[config.mk]
export PLATFORM = sky130hd
export DESIGN_NAME = group_load_hysteresis_detector
export DESIGN_NICKNAME = d
export VERILOG_FILES = /design/src/design/glhd_pkg.sv /design/src/design/glhd_tick_classify.sv /design/src/design/glhd_window_ctrl.sv /design/src/design/group_load_hysteresis_detector.sv
export SDC_FILE = /design/constraint.sdc
export NUM_CORES = 2
export LEC_CHECK = 0
export BUFFER_PORTS_ARGS = -buffer_cell sky130_fd_sc_hd__buf_4
export CAP_MARGIN = 10
export CORE_ASPECT_RATIO = 1.75
export CORE_UTILIZATION = 49
export DETAILED_ROUTE_END_ITERATION = 10
export PLACE_DENSITY = 0.68
export SYNTH_ARGS = -nofsm -noshare
export SYNTH_HDL_FRONTEND = slang
export SYNTH_SLANG_ARGS = --single-unit
[constraint.sdc]
create_clock -name i_clk -period 9.65 [get_ports i_clk]
set_clock_uncertainty 0.15 [all_clocks]
set_input_delay 0.4825 -clock i_clk [delete_from_list [all_inputs] [get_ports i_clk]]
set_output_delay 0.4825 -clock i_clk [all_outputs]
set_load 0.05 [all_outputs]
[src/design/glhd_pkg.sv]
`timescale 1ns / 1ps
// shared types, constants and helpers of the group load hysteresis detector
package glhd_pkg;

    localparam int GLHD_TIME_WIDTH = 64;

    localparam int PCT_W   = 7;
    localparam int CNT4_W  = 4;
    localparam int CNT8_W  = 8;
    localparam int CFG_IDX_W  = 3;
    localparam int CFG_DATA_W = 8;

    // register indexes of the configuration port
    localparam logic [CFG_IDX_W-1:0] REG_HIGH_PCT     = 3'd0;
    localparam logic [CFG_IDX_W-1:0] REG_NORMAL_PCT   = 3'd1;
    localparam logic [CFG_IDX_W-1:0] REG_WINDOW_TICKS = 3'd2;
    localparam logic [CFG_IDX_W-1:0] REG_HIGH_NEEDED  = 3'd3;
    localparam logic [CFG_IDX_W-1:0] REG_RELEASE_EVRY = 3'd4;
    localparam logic [CFG_IDX_W-1:0] REG_SUSTAIN_AFT  = 3'd5;
    localparam logic [CFG_IDX_W-1:0] REG_SUSTAIN_LIM  = 3'd6;
    localparam logic [CFG_IDX_W-1:0] REG_RELEASE_LIM  = 3'd7;

    // action codes
    localparam logic [1:0] ACT_NONE    = 2'd0;
    localparam logic [1:0] ACT_RELEASE = 2'd1;
    localparam logic [1:0] ACT_HIGH    = 2'd2;

    // multiplier applied to the busy delta
    localparam logic [PCT_W-1:0] PCT_SCALE = 7'd100;

    typedef struct packed {
        logic [PCT_W-1:0]  high_percent;
        logic [PCT_W-1:0]  normal_percent;
        logic [CNT4_W-1:0] window_ticks;
        logic [CNT4_W-1:0] high_ticks_needed;
        logic [CNT4_W-1:0] release_every;
        logic [CNT4_W-1:0] sustain_after;
        logic [CNT8_W-1:0] sustain_limit;
        logic [CNT8_W-1:0] release_limit;
    } t_glhd_cfg;

    typedef struct packed {
        logic       window_end;
        logic [1:0] action;
        logic       status_high;
        logic       tick_high;
        logic       tick_normal;
    } t_glhd_result;

    function automatic logic [CNT4_W-1:0] sat_inc4(input logic [CNT4_W-1:0] v);
        return (v == {CNT4_W{1'b1}}) ? v : v + 1'b1;
    endfunction

    function automatic logic [CNT8_W-1:0] sat_inc8(input logic [CNT8_W-1:0] v);
        return (v == {CNT8_W{1'b1}}) ? v : v + 1'b1;
    endfunction

endpackage

[src/design/glhd_tick_classify.sv]
`timescale 1ns / 1ps
// classifies one tick as high load, normal load or neither from its time deltas
module glhd_tick_classify #(
    parameter int TIME_WIDTH = glhd_pkg::GLHD_TIME_WIDTH
) (
    input  logic [TIME_WIDTH-1:0]      i_delta_total,
    input  logic [TIME_WIDTH-1:0]      i_delta_busy,
    input  logic [glhd_pkg::PCT_W-1:0] i_high_percent,
    input  logic [glhd_pkg::PCT_W-1:0] i_normal_percent,
    output logic                       o_tick_high,
    output logic                       o_tick_normal
);
    import glhd_pkg::*;

    localparam int PROD_W = TIME_WIDTH + PCT_W;

    logic [PROD_W-1:0] busy_scaled;
    logic [PROD_W-1:0] high_bound;
    logic [PROD_W-1:0] normal_bound;
    logic              total_nonzero;

    // exact products, no wrap
    assign busy_scaled   = {{PCT_W{1'b0}}, i_delta_busy} * {{TIME_WIDTH{1'b0}}, PCT_SCALE};
    assign high_bound    = {{PCT_W{1'b0}}, i_delta_total} *
                           {{TIME_WIDTH{1'b0}}, i_high_percent};
    assign normal_bound  = {{PCT_W{1'b0}}, i_delta_total} *
                           {{TIME_WIDTH{1'b0}}, i_normal_percent};
    assign total_nonzero = |i_delta_total;

    assign o_tick_high   = total_nonzero && (busy_scaled >= high_bound);
    assign o_tick_normal = total_nonzero && (busy_scaled < normal_bound);

endmodule

[src/design/glhd_window_ctrl.sv]
`timescale 1ns / 1ps
// window and cycle counters with the high / low status decision
module glhd_window_ctrl (
    input  logic                    i_clk,
    input  logic                    i_rst_n,
    input  logic                    i_commit,
    input  logic                    i_tick_high,
    input  logic                    i_tick_normal,
    input  glhd_pkg::t_glhd_cfg     i_cfg,
    output glhd_pkg::t_glhd_result  o_result
);
    import glhd_pkg::*;

    logic [CNT4_W-1:0] r_win_pos,   n_win_pos;
    logic [CNT4_W-1:0] r_win_high,  n_win_high;
    logic [CNT4_W-1:0] r_win_norm,  n_win_norm;
    logic [CNT8_W-1:0] r_cyc_high,  n_cyc_high;
    logic [CNT8_W-1:0] r_cyc_norm,  n_cyc_norm;
    logic [CNT8_W-1:0] r_win_count, n_win_count;
    logic [CNT4_W-1:0] r_rel_phase, n_rel_phase;
    logic              r_is_high,   n_is_high;

    logic [CNT4_W-1:0] pos_inc;
    logic              done;
    logic              clear_cycle;
    logic [1:0]        action;
    logic              wend;

    always_comb begin
        n_win_high  = i_tick_high   ? sat_inc4(r_win_high) : r_win_high;
        n_cyc_high  = i_tick_high   ? sat_inc8(r_cyc_high) : r_cyc_high;
        n_win_norm  = i_tick_normal ? sat_inc4(r_win_norm) : r_win_norm;
        n_cyc_norm  = i_tick_normal ? sat_inc8(r_cyc_norm) : r_cyc_norm;
        n_win_count = r_win_count;
        n_rel_phase = r_rel_phase;
        n_is_high   = r_is_high;
        pos_inc     = sat_inc4(r_win_pos);
        n_win_pos   = pos_inc;
        done        = 1'b0;
        clear_cycle = 1'b0;
        action      = ACT_NONE;
        wend        = 1'b0;

        if (pos_inc >= i_cfg.window_ticks) begin
            wend        = 1'b1;
            n_win_count = sat_inc8(r_win_count);
            // entry to high status
            if (n_win_high >= i_cfg.high_ticks_needed && !r_is_high) begin
                n_is_high   = 1'b1;
                action      = ACT_HIGH;
                clear_cycle = 1'b1;
                done        = 1'b1;
            end else begin
                n_rel_phase = sat_inc4(r_rel_phase);
                if (n_rel_phase >= i_cfg.release_every) begin
                    n_rel_phase = '0;
                    if (r_is_high && n_cyc_norm > i_cfg.release_limit) begin
                        n_is_high   = 1'b0;
                        action      = ACT_RELEASE;
                        clear_cycle = 1'b1;
                        done        = 1'b1;
                    end
                end
            end
            // sustained high check
            if (!done && n_win_count >= {{(CNT8_W-CNT4_W){1'b0}}, i_cfg.sustain_after}) begin
                if (r_is_high && n_cyc_high > i_cfg.sustain_limit) begin
                    action = ACT_HIGH;
                end
                clear_cycle = 1'b1;
            end
            n_win_pos  = '0;
            n_win_high = '0;
            n_win_norm = '0;
        end

        if (clear_cycle) begin
            n_cyc_high  = '0;
            n_cyc_norm  = '0;
            n_win_count = '0;
            n_rel_phase = '0;
        end
    end

    always_ff @(posedge i_clk) begin
        if (!i_rst_n) begin
            r_win_pos   <= '0;
            r_win_high  <= '0;
            r_win_norm  <= '0;
            r_cyc_high  <= '0;
            r_cyc_norm  <= '0;
            r_win_count <= '0;
            r_rel_phase <= '0;
            r_is_high   <= 1'b0;
        end else if (i_commit) begin
            r_win_pos   <= n_win_pos;
            r_win_high  <= n_win_high;
            r_win_norm  <= n_win_norm;
            r_cyc_high  <= n_cyc_high;
            r_cyc_norm  <= n_cyc_norm;
            r_win_count <= n_win_count;
            r_rel_phase <= n_rel_phase;
            r_is_high   <= n_is_high;
        end
    end

    assign o_result.window_end  = wend;
    assign o_result.action      = action;
    assign o_result.status_high = n_is_high;
    assign o_result.tick_high   = i_tick_high;
    assign o_result.tick_normal = i_tick_normal;

endmodule

[src/design/group_load_hysteresis_detector.sv]
`timescale 1ns / 1ps
// top level of the group load hysteresis detector
//
// usage
// - input channel: i_in_valid / o_in_stall carry one sample word, the
//   cumulative total and busy time of a cpu group; a word is taken at a
//   rising edge with i_in_valid high and o_in_stall low
// - output channel: o_out_valid / i_out_stall carry one result word per
//   sample: window_end, action, status_high, tick_high, tick_normal
// - config channel: i_cfg_valid / o_cfg_ready with a 3-bit register index
//   and 8-bit data; ready is always high, write only while the block is idle
// - a taken sample passes the delta register, then the result register
// - throughput: one sample per cycle unless the receiver stalls; the delta
//   subtract happens at the input register, the two multiply-compares and
//   the window decision fill the single stage in front of the result register
// - when the receiver stalls, the result register holds and the sample stage
//   holds behind it; o_in_stall rises only when both are full
// - reset clears the previous sample, all counters, status (low) and loads the
//   default thresholds; no clearing pass, the block is ready on the next cycle
module group_load_hysteresis_detector #(
    parameter int TIME_WIDTH = glhd_pkg::GLHD_TIME_WIDTH
) (
    input  logic                            i_clk,
    input  logic                            i_rst_n,
    // sample channel
    input  logic                            i_in_valid,
    output logic                            o_in_stall,
    input  logic [TIME_WIDTH-1:0]           i_group_total_time,
    input  logic [TIME_WIDTH-1:0]           i_group_busy_time,
    // result channel
    output logic                            o_out_valid,
    input  logic                            i_out_stall,
    output logic                            o_window_end,
    output logic [1:0]                      o_action,
    output logic                            o_status_high,
    output logic                            o_tick_high,
    output logic                            o_tick_normal,
    // register write channel
    input  logic                            i_cfg_valid,
    output logic                            o_cfg_ready,
    input  logic [glhd_pkg::CFG_IDX_W-1:0]  i_cfg_index,
    input  logic [glhd_pkg::CFG_DATA_W-1:0] i_cfg_data
);
    import glhd_pkg::*;

    // configuration registers
    t_glhd_cfg r_cfg;

    // previous sample and the delta stage
    logic [TIME_WIDTH-1:0] r_prev_total;
    logic [TIME_WIDTH-1:0] r_prev_busy;
    logic [TIME_WIDTH-1:0] r_delta_total;
    logic [TIME_WIDTH-1:0] r_delta_busy;
    logic                  r_s1_valid;

    // result register
    t_glhd_result r_out;
    logic         r_out_valid;

    logic         out_free;
    logic         s1_move;
    logic         in_take;
    logic         tick_high;
    logic         tick_normal;
    t_glhd_result result;

    // handshake: the result register frees when empty or taken this cycle
    assign out_free   = !r_out_valid || !i_out_stall;
    assign s1_move    = r_s1_valid && out_free;
    assign o_in_stall = r_s1_valid && !out_free;
    assign in_take    = i_in_valid && !o_in_stall;
    assign o_cfg_ready = 1'b1;

    // config writes
    always_ff @(posedge i_clk) begin
        if (!i_rst_n) begin
            r_cfg.high_percent      <= 7'd95;
            r_cfg.normal_percent    <= 7'd60;
            r_cfg.window_ticks      <= 4'd5;
            r_cfg.high_ticks_needed <= 4'd4;
            r_cfg.release_every     <= 4'd3;
            r_cfg.sustain_after     <= 4'd6;
            r_cfg.sustain_limit     <= 8'd24;
            r_cfg.release_limit     <= 8'd12;
        end else if (i_cfg_valid && o_cfg_ready) begin
            unique case (i_cfg_index)
                REG_HIGH_PCT:     r_cfg.high_percent      <= i_cfg_data[PCT_W-1:0];
                REG_NORMAL_PCT:   r_cfg.normal_percent    <= i_cfg_data[PCT_W-1:0];
                REG_WINDOW_TICKS: r_cfg.window_ticks      <= i_cfg_data[CNT4_W-1:0];
                REG_HIGH_NEEDED:  r_cfg.high_ticks_needed <= i_cfg_data[CNT4_W-1:0];
                REG_RELEASE_EVRY: r_cfg.release_every     <= i_cfg_data[CNT4_W-1:0];
                REG_SUSTAIN_AFT:  r_cfg.sustain_after     <= i_cfg_data[CNT4_W-1:0];
                REG_SUSTAIN_LIM:  r_cfg.sustain_limit     <= i_cfg_data[CNT8_W-1:0];
                REG_RELEASE_LIM:  r_cfg.release_limit     <= i_cfg_data[CNT8_W-1:0];
            endcase
        end
    end

    // previous sample, wraps naturally mod 2^TIME_WIDTH
    always_ff @(posedge i_clk) begin
        if (!i_rst_n) begin
            r_prev_total <= '0;
            r_prev_busy  <= '0;
            r_s1_valid   <= 1'b0;
        end else begin
            if (in_take) begin
                r_prev_total <= i_group_total_time;
                r_prev_busy  <= i_group_busy_time;
            end
            if (in_take) begin
                r_s1_valid <= 1'b1;
            end else if (s1_move) begin
                r_s1_valid <= 1'b0;
            end
        end
    end

    // delta payload, no reset needed
    always_ff @(posedge i_clk) begin
        if (in_take) begin
            r_delta_total <= i_group_total_time - r_prev_total;
            r_delta_busy  <= i_group_busy_time - r_prev_busy;
        end
    end

    glhd_tick_classify #(
        .TIME_WIDTH (TIME_WIDTH)
    ) u_classify (
        .i_delta_total    (r_delta_total),
        .i_delta_busy     (r_delta_busy),
        .i_high_percent   (r_cfg.high_percent),
        .i_normal_percent (r_cfg.normal_percent),
        .o_tick_high      (tick_high),
        .o_tick_normal    (tick_normal)
    );

    // counters advance only when the word moves into the result register
    glhd_window_ctrl u_window (
        .i_clk         (i_clk),
        .i_rst_n       (i_rst_n),
        .i_commit      (s1_move),
        .i_tick_high   (tick_high),
        .i_tick_normal (tick_normal),
        .i_cfg         (r_cfg),
        .o_result      (result)
    );

    always_ff @(posedge i_clk) begin
        if (!i_rst_n) begin
            r_out_valid <= 1'b0;
        end else if (out_free) begin
            r_out_valid <= r_s1_valid;
        end
    end

    always_ff @(posedge i_clk) begin
        if (s1_move) begin
            r_out <= result;
        end
    end

    assign o_out_valid   = r_out_valid;
    assign o_window_end  = r_out.window_end;
    assign o_action      = r_out.action;
    assign o_status_high = r_out.status_high;
    assign o_tick_high   = r_out.tick_high;
    assign o_tick_normal = r_out.tick_normal;

    // an action only ever comes with a window close
    a_action_needs_wend: assert property (@(posedge i_clk) disable iff (!i_rst_n)
        (o_out_valid && o_action != ACT_NONE) |-> o_window_end)
        else $error("action reported without window end");

    // the action agrees with the status it leaves behind
    a_action_status: assert property (@(posedge i_clk) disable iff (!i_rst_n)
        (o_out_valid && o_action == ACT_HIGH) |-> o_status_high)
        else $error("high action with low status");

    a_release_status: assert property (@(posedge i_clk) disable iff (!i_rst_n)
        (o_out_valid && o_action == ACT_RELEASE) |-> !o_status_high)
        else $error("release action with high status");

    // nothing leaves the block in the cycle after reset
    a_reset_empty: assert property (@(posedge i_clk)
        !i_rst_n |=> !o_out_valid)
        else $error("result valid right after reset");

endmodule
==> flow_metrics.py <==
metrics = {
    "worst_setup_path": {
        "cp_max_fo": 5,
        "arrival_ns": 10.23,
        "reg2reg_slack_ns": -0.23,
        "r2r_cells": 41,
        "r2r_start": "r_delta_total[5]$_DFFE_PP_",
        "end_kind": "register",
        "crit_slowest_cell": "fa_2",
        "crit_path_start": "r_delta_total[5]$_DFFE_PP_",
        "timing.rr.end": "u_window.r_cyc_high[4]$_SDFFE_PN0P_",
        "critPathMaxStageDelay_ns": 0.59,
        "start_kind": "register",
        "critPathCapture": "u_window.r_cyc_high[4]$_SDFFE_PN0P_",
        "worstPathRequired_ns": 10.00,
        "worstSetupPathType": "reg -> reg",
    },
    "drt": {
        "wl_per_cell_um": 19.5,
        "wl_um": 186000,
        "drtPass1Iterations": 7,
        "ant_nets": 0,
        "via_per_inst": 5.61,
        "drcViolationCount": 0,
        "first_iter_violations": 3666,
        "vias": 53400,
    },
    "global_routing": {
        "globalRouteOverflowTotal": 0,
        "grt_max_degree": 117,
        "antenna_found_initial": 5,
        "grt_pass1_vias": 55300,
        "grt_use_met3": 0.0244,
        "track_usage": 0.304,
        "gr-usage-met2": 0.549,
        "grt_pass1_wl_um": 293000,
        "grtUsageMet1": 0.353,
        "top_usage_layer": "met2",
    },
    "die": {
        "die_area_um2": 122000,
        "rows": 168,
        "ios": 153,
        "core_area_um2": 120000,
        "start_util": 0.494,
        "die_x_um": 265,
        "die_h_um": 462,
    },
    "placement": {
        "port_buffers": 151,
        "routabilityCongestion": 0.973,
        "hpwl_um": 150000,
        "pre_cts_slack_ns": -0.823,
    },
    "cells_and_area": {
        "fin_nets": 9441,
        "area_growth_pct": 20.1,
        "layout-drive-gt1-share": 0.156,
    },
    "timing": {
        "fin_ws_ns": -0.235,
        "finalSetupViolCount": 22,
        "fmax_mhz": 101,
        "fin_crit_sh": 1.02,
        "post-route-min-period_ns": 9.88,
        "hold_viol_final": 0,
        "whs_ns": 0.0228,
        "rsz0062_at_grt": "yes",
        "maxSlewViolCount": 0,
        "slew_headroom": 0.187,
        "tightest_slew_ns": 1.21,
        "final.setup.tns_ns": -2.45,
    },
    "clock_tree": {
        "numCtsBuffers": 36,
        "clockRootBuffer": "clkbuf_16",
        "h-tree-depth": 2,
        "clk_path_buf_depth": 3,
        "clk_pin_slew_worst_paths_ns": 0.08,
        "numClockSinks": 347,
        "cts_tree": "built",
        "clk_latency_ns": 0.58,
    },
    "logic_synthesis": {
        "ys_ff_latch": 347,
        "async_reset_ff_frac": 0,
        "synthCells": 7221,
        "ys.warnings.count": 0,
        "syn_area_um2": 59200,
        "syn_avg_cell_area_um2": 8.20,
        "ys.flop_type": "dfxtp_1",
        "synth.area.top_cells": "fa_1 (23%), ha_1 (14%), dfxtp_1 (7.2%), inv_1 (7.1%), edfxtp_1 (6.8%)",
        "yosysTopAreaCellShare": 0.230,
        "syn_nets": 8720,
        "yosysSeqAreaShare": 0.140,
        "synth_largest_area_cell": "fa_1",
        "synth-edff-count": 134,
        "synth_cell_types": 97,
    },
    "flow_run": {
        "drv_cap": 0,
    },
    "min_path": {
        "hp-class": "in -> reg",
        "hold_depth": 3,
    },
    "outcome": {
        "status": "finished, violations left",
        "violations": "negative setup slack",
    },
}
## critical path: cells and delay by family, from the launching register on
kind	cells	cell delay [ns]
AOI/OAI and AO/OA	15	2.97
adders and majority gates	7	2.78
and+or+nand+nor	11	1.99
buffers and inverters	6	0.91
DFF	1	0.44
muxes	1	0.32
xor gates and xnor gates	1	0.17
## area by class of cell
| type | instances | area [um^2] |
|---|---|---|
| multi-input combinational | 5423 | 46700 |
| sequential | 347 | 8310 |
| antenna | 12 | 30.0 |
| fill | 10600 | 48700 |
| timing repair buffer | 1016 | 8720 |
| tap | 1530 | 1910 |
| clock buffer | 43 | 958 |
| clock inverter | 23 | 282 |
| inverter | 1118 | 4210 |
## cells by family after synthesis
logic type,share of synthesized area
mux,0.00484
simple gates,0.186
compound gates,0.156
buf+inv,0.0921
other cells,0.0000633
fa+ha+maj,0.372
flops,0.140
xor+xnor,0.0485
## routing by layer
| metal | routed length [um] | part of all wire | vias up |
|---|---|---|---|
| met5 | 13 | 0.000070 | - |
| met4 | 12500 | 0.067 | 2 |
| met3 | 9450 | 0.051 | 421 |
| met2 | 92500 | 0.50 | 1676 |
| met1 | 71500 | 0.38 | 26200 |
| li1 | - | - | 25100 |
## placed cells by master, fill, tap and decap left out, types with 108 or more instances in the layout
cell / instances
xnor2_1: 197
ha_1: 642
inv_1: 1105
nand4_1: 108
a21o_1: 266
dfxtp_1: 199
o21ai_0: 197
buf_4: 823
xor2_1: 126
nand2_1: 967
nand3_1: 114
nor2_1: 221
and2_1: 502
a21oi_1: 512
edfxtp_1: 134
fa_1: 665
## synth_stat cells (60+ instances only)
master and number:
fa_1 679, inv_1 1117, ha_1 676, o21ai_0 227, o21bai_1 60, a21oi_1 549, nand3_1 117, nor2_1 228
nand4_1 108, edfxtp_1 134, clkbuf_1 317, xor2_1 129, xnor2_1 199, dfxtp_1 213, nand2_1 975, and2_1 518
a21o_1 266
## timing repair
action	4_1_cts	5_1_grt
pin swaps	123	99
resized for setup	179	148
hold endpoints to repair	96	0
setup endpoints to repair	28	28
hold buffers	95	0
setup buffers	35	28
gates cloned	4	1
## worst min path at each step
| stage | startpoint | end | slack [ns] |
|---|---|---|---|
| global route | i_group_busy_time[29] | r_prev_busy[29]$_SDFFE_PN0P_ | 0.02 |
| CTS | i_group_total_time[1] | r_prev_total[1]$_SDFFE_PN0P_ | 0.0007 |
| finish | i_group_total_time[56] | r_prev_total[56]$_SDFFE_PN0P_ | 0.02 |
| detailed placement | r_prev_busy[41]$_SDFFE_PN0P_ | r_prev_busy[41]$_SDFFE_PN0P_ | 0.30 |
| global placement | r_prev_total[46]$_SDFFE_PN0P_ | r_prev_total[46]$_SDFFE_PN0P_ | 0.29 |
| floorplan | r_cfg[10]$_SDFFE_PN0P_ | r_cfg[10]$_SDFFE_PN0P_ | 0.29 |
## per-stage QoR
step / util / cells / instance area, um^2
floorplan: - / 7221 / 59200
global placement: 0.558 / 9283 / 66900
detailed placement: 0.558 / 9283 / 66900
CTS: 0.586 / 9479 / 70300
global route: 0.593 / 9511 / 71100
finish: 0.593 / 9512 / 71100
## flip-flops by register name, indices dropped and copies added (netlist names), 8 cells and up
register,cells
r_delta_total,64
r_prev_total,64
r_prev_busy,64
u_window.r_cyc_norm,8
u_window.r_win_count,8
r_delta_busy,64
u_window.r_cyc_high,8
r_cfg,46
Power is left out: the tool's default activity adds up to more than one toggle a clock period on the data nets, which glitch-free logic cannot reach.
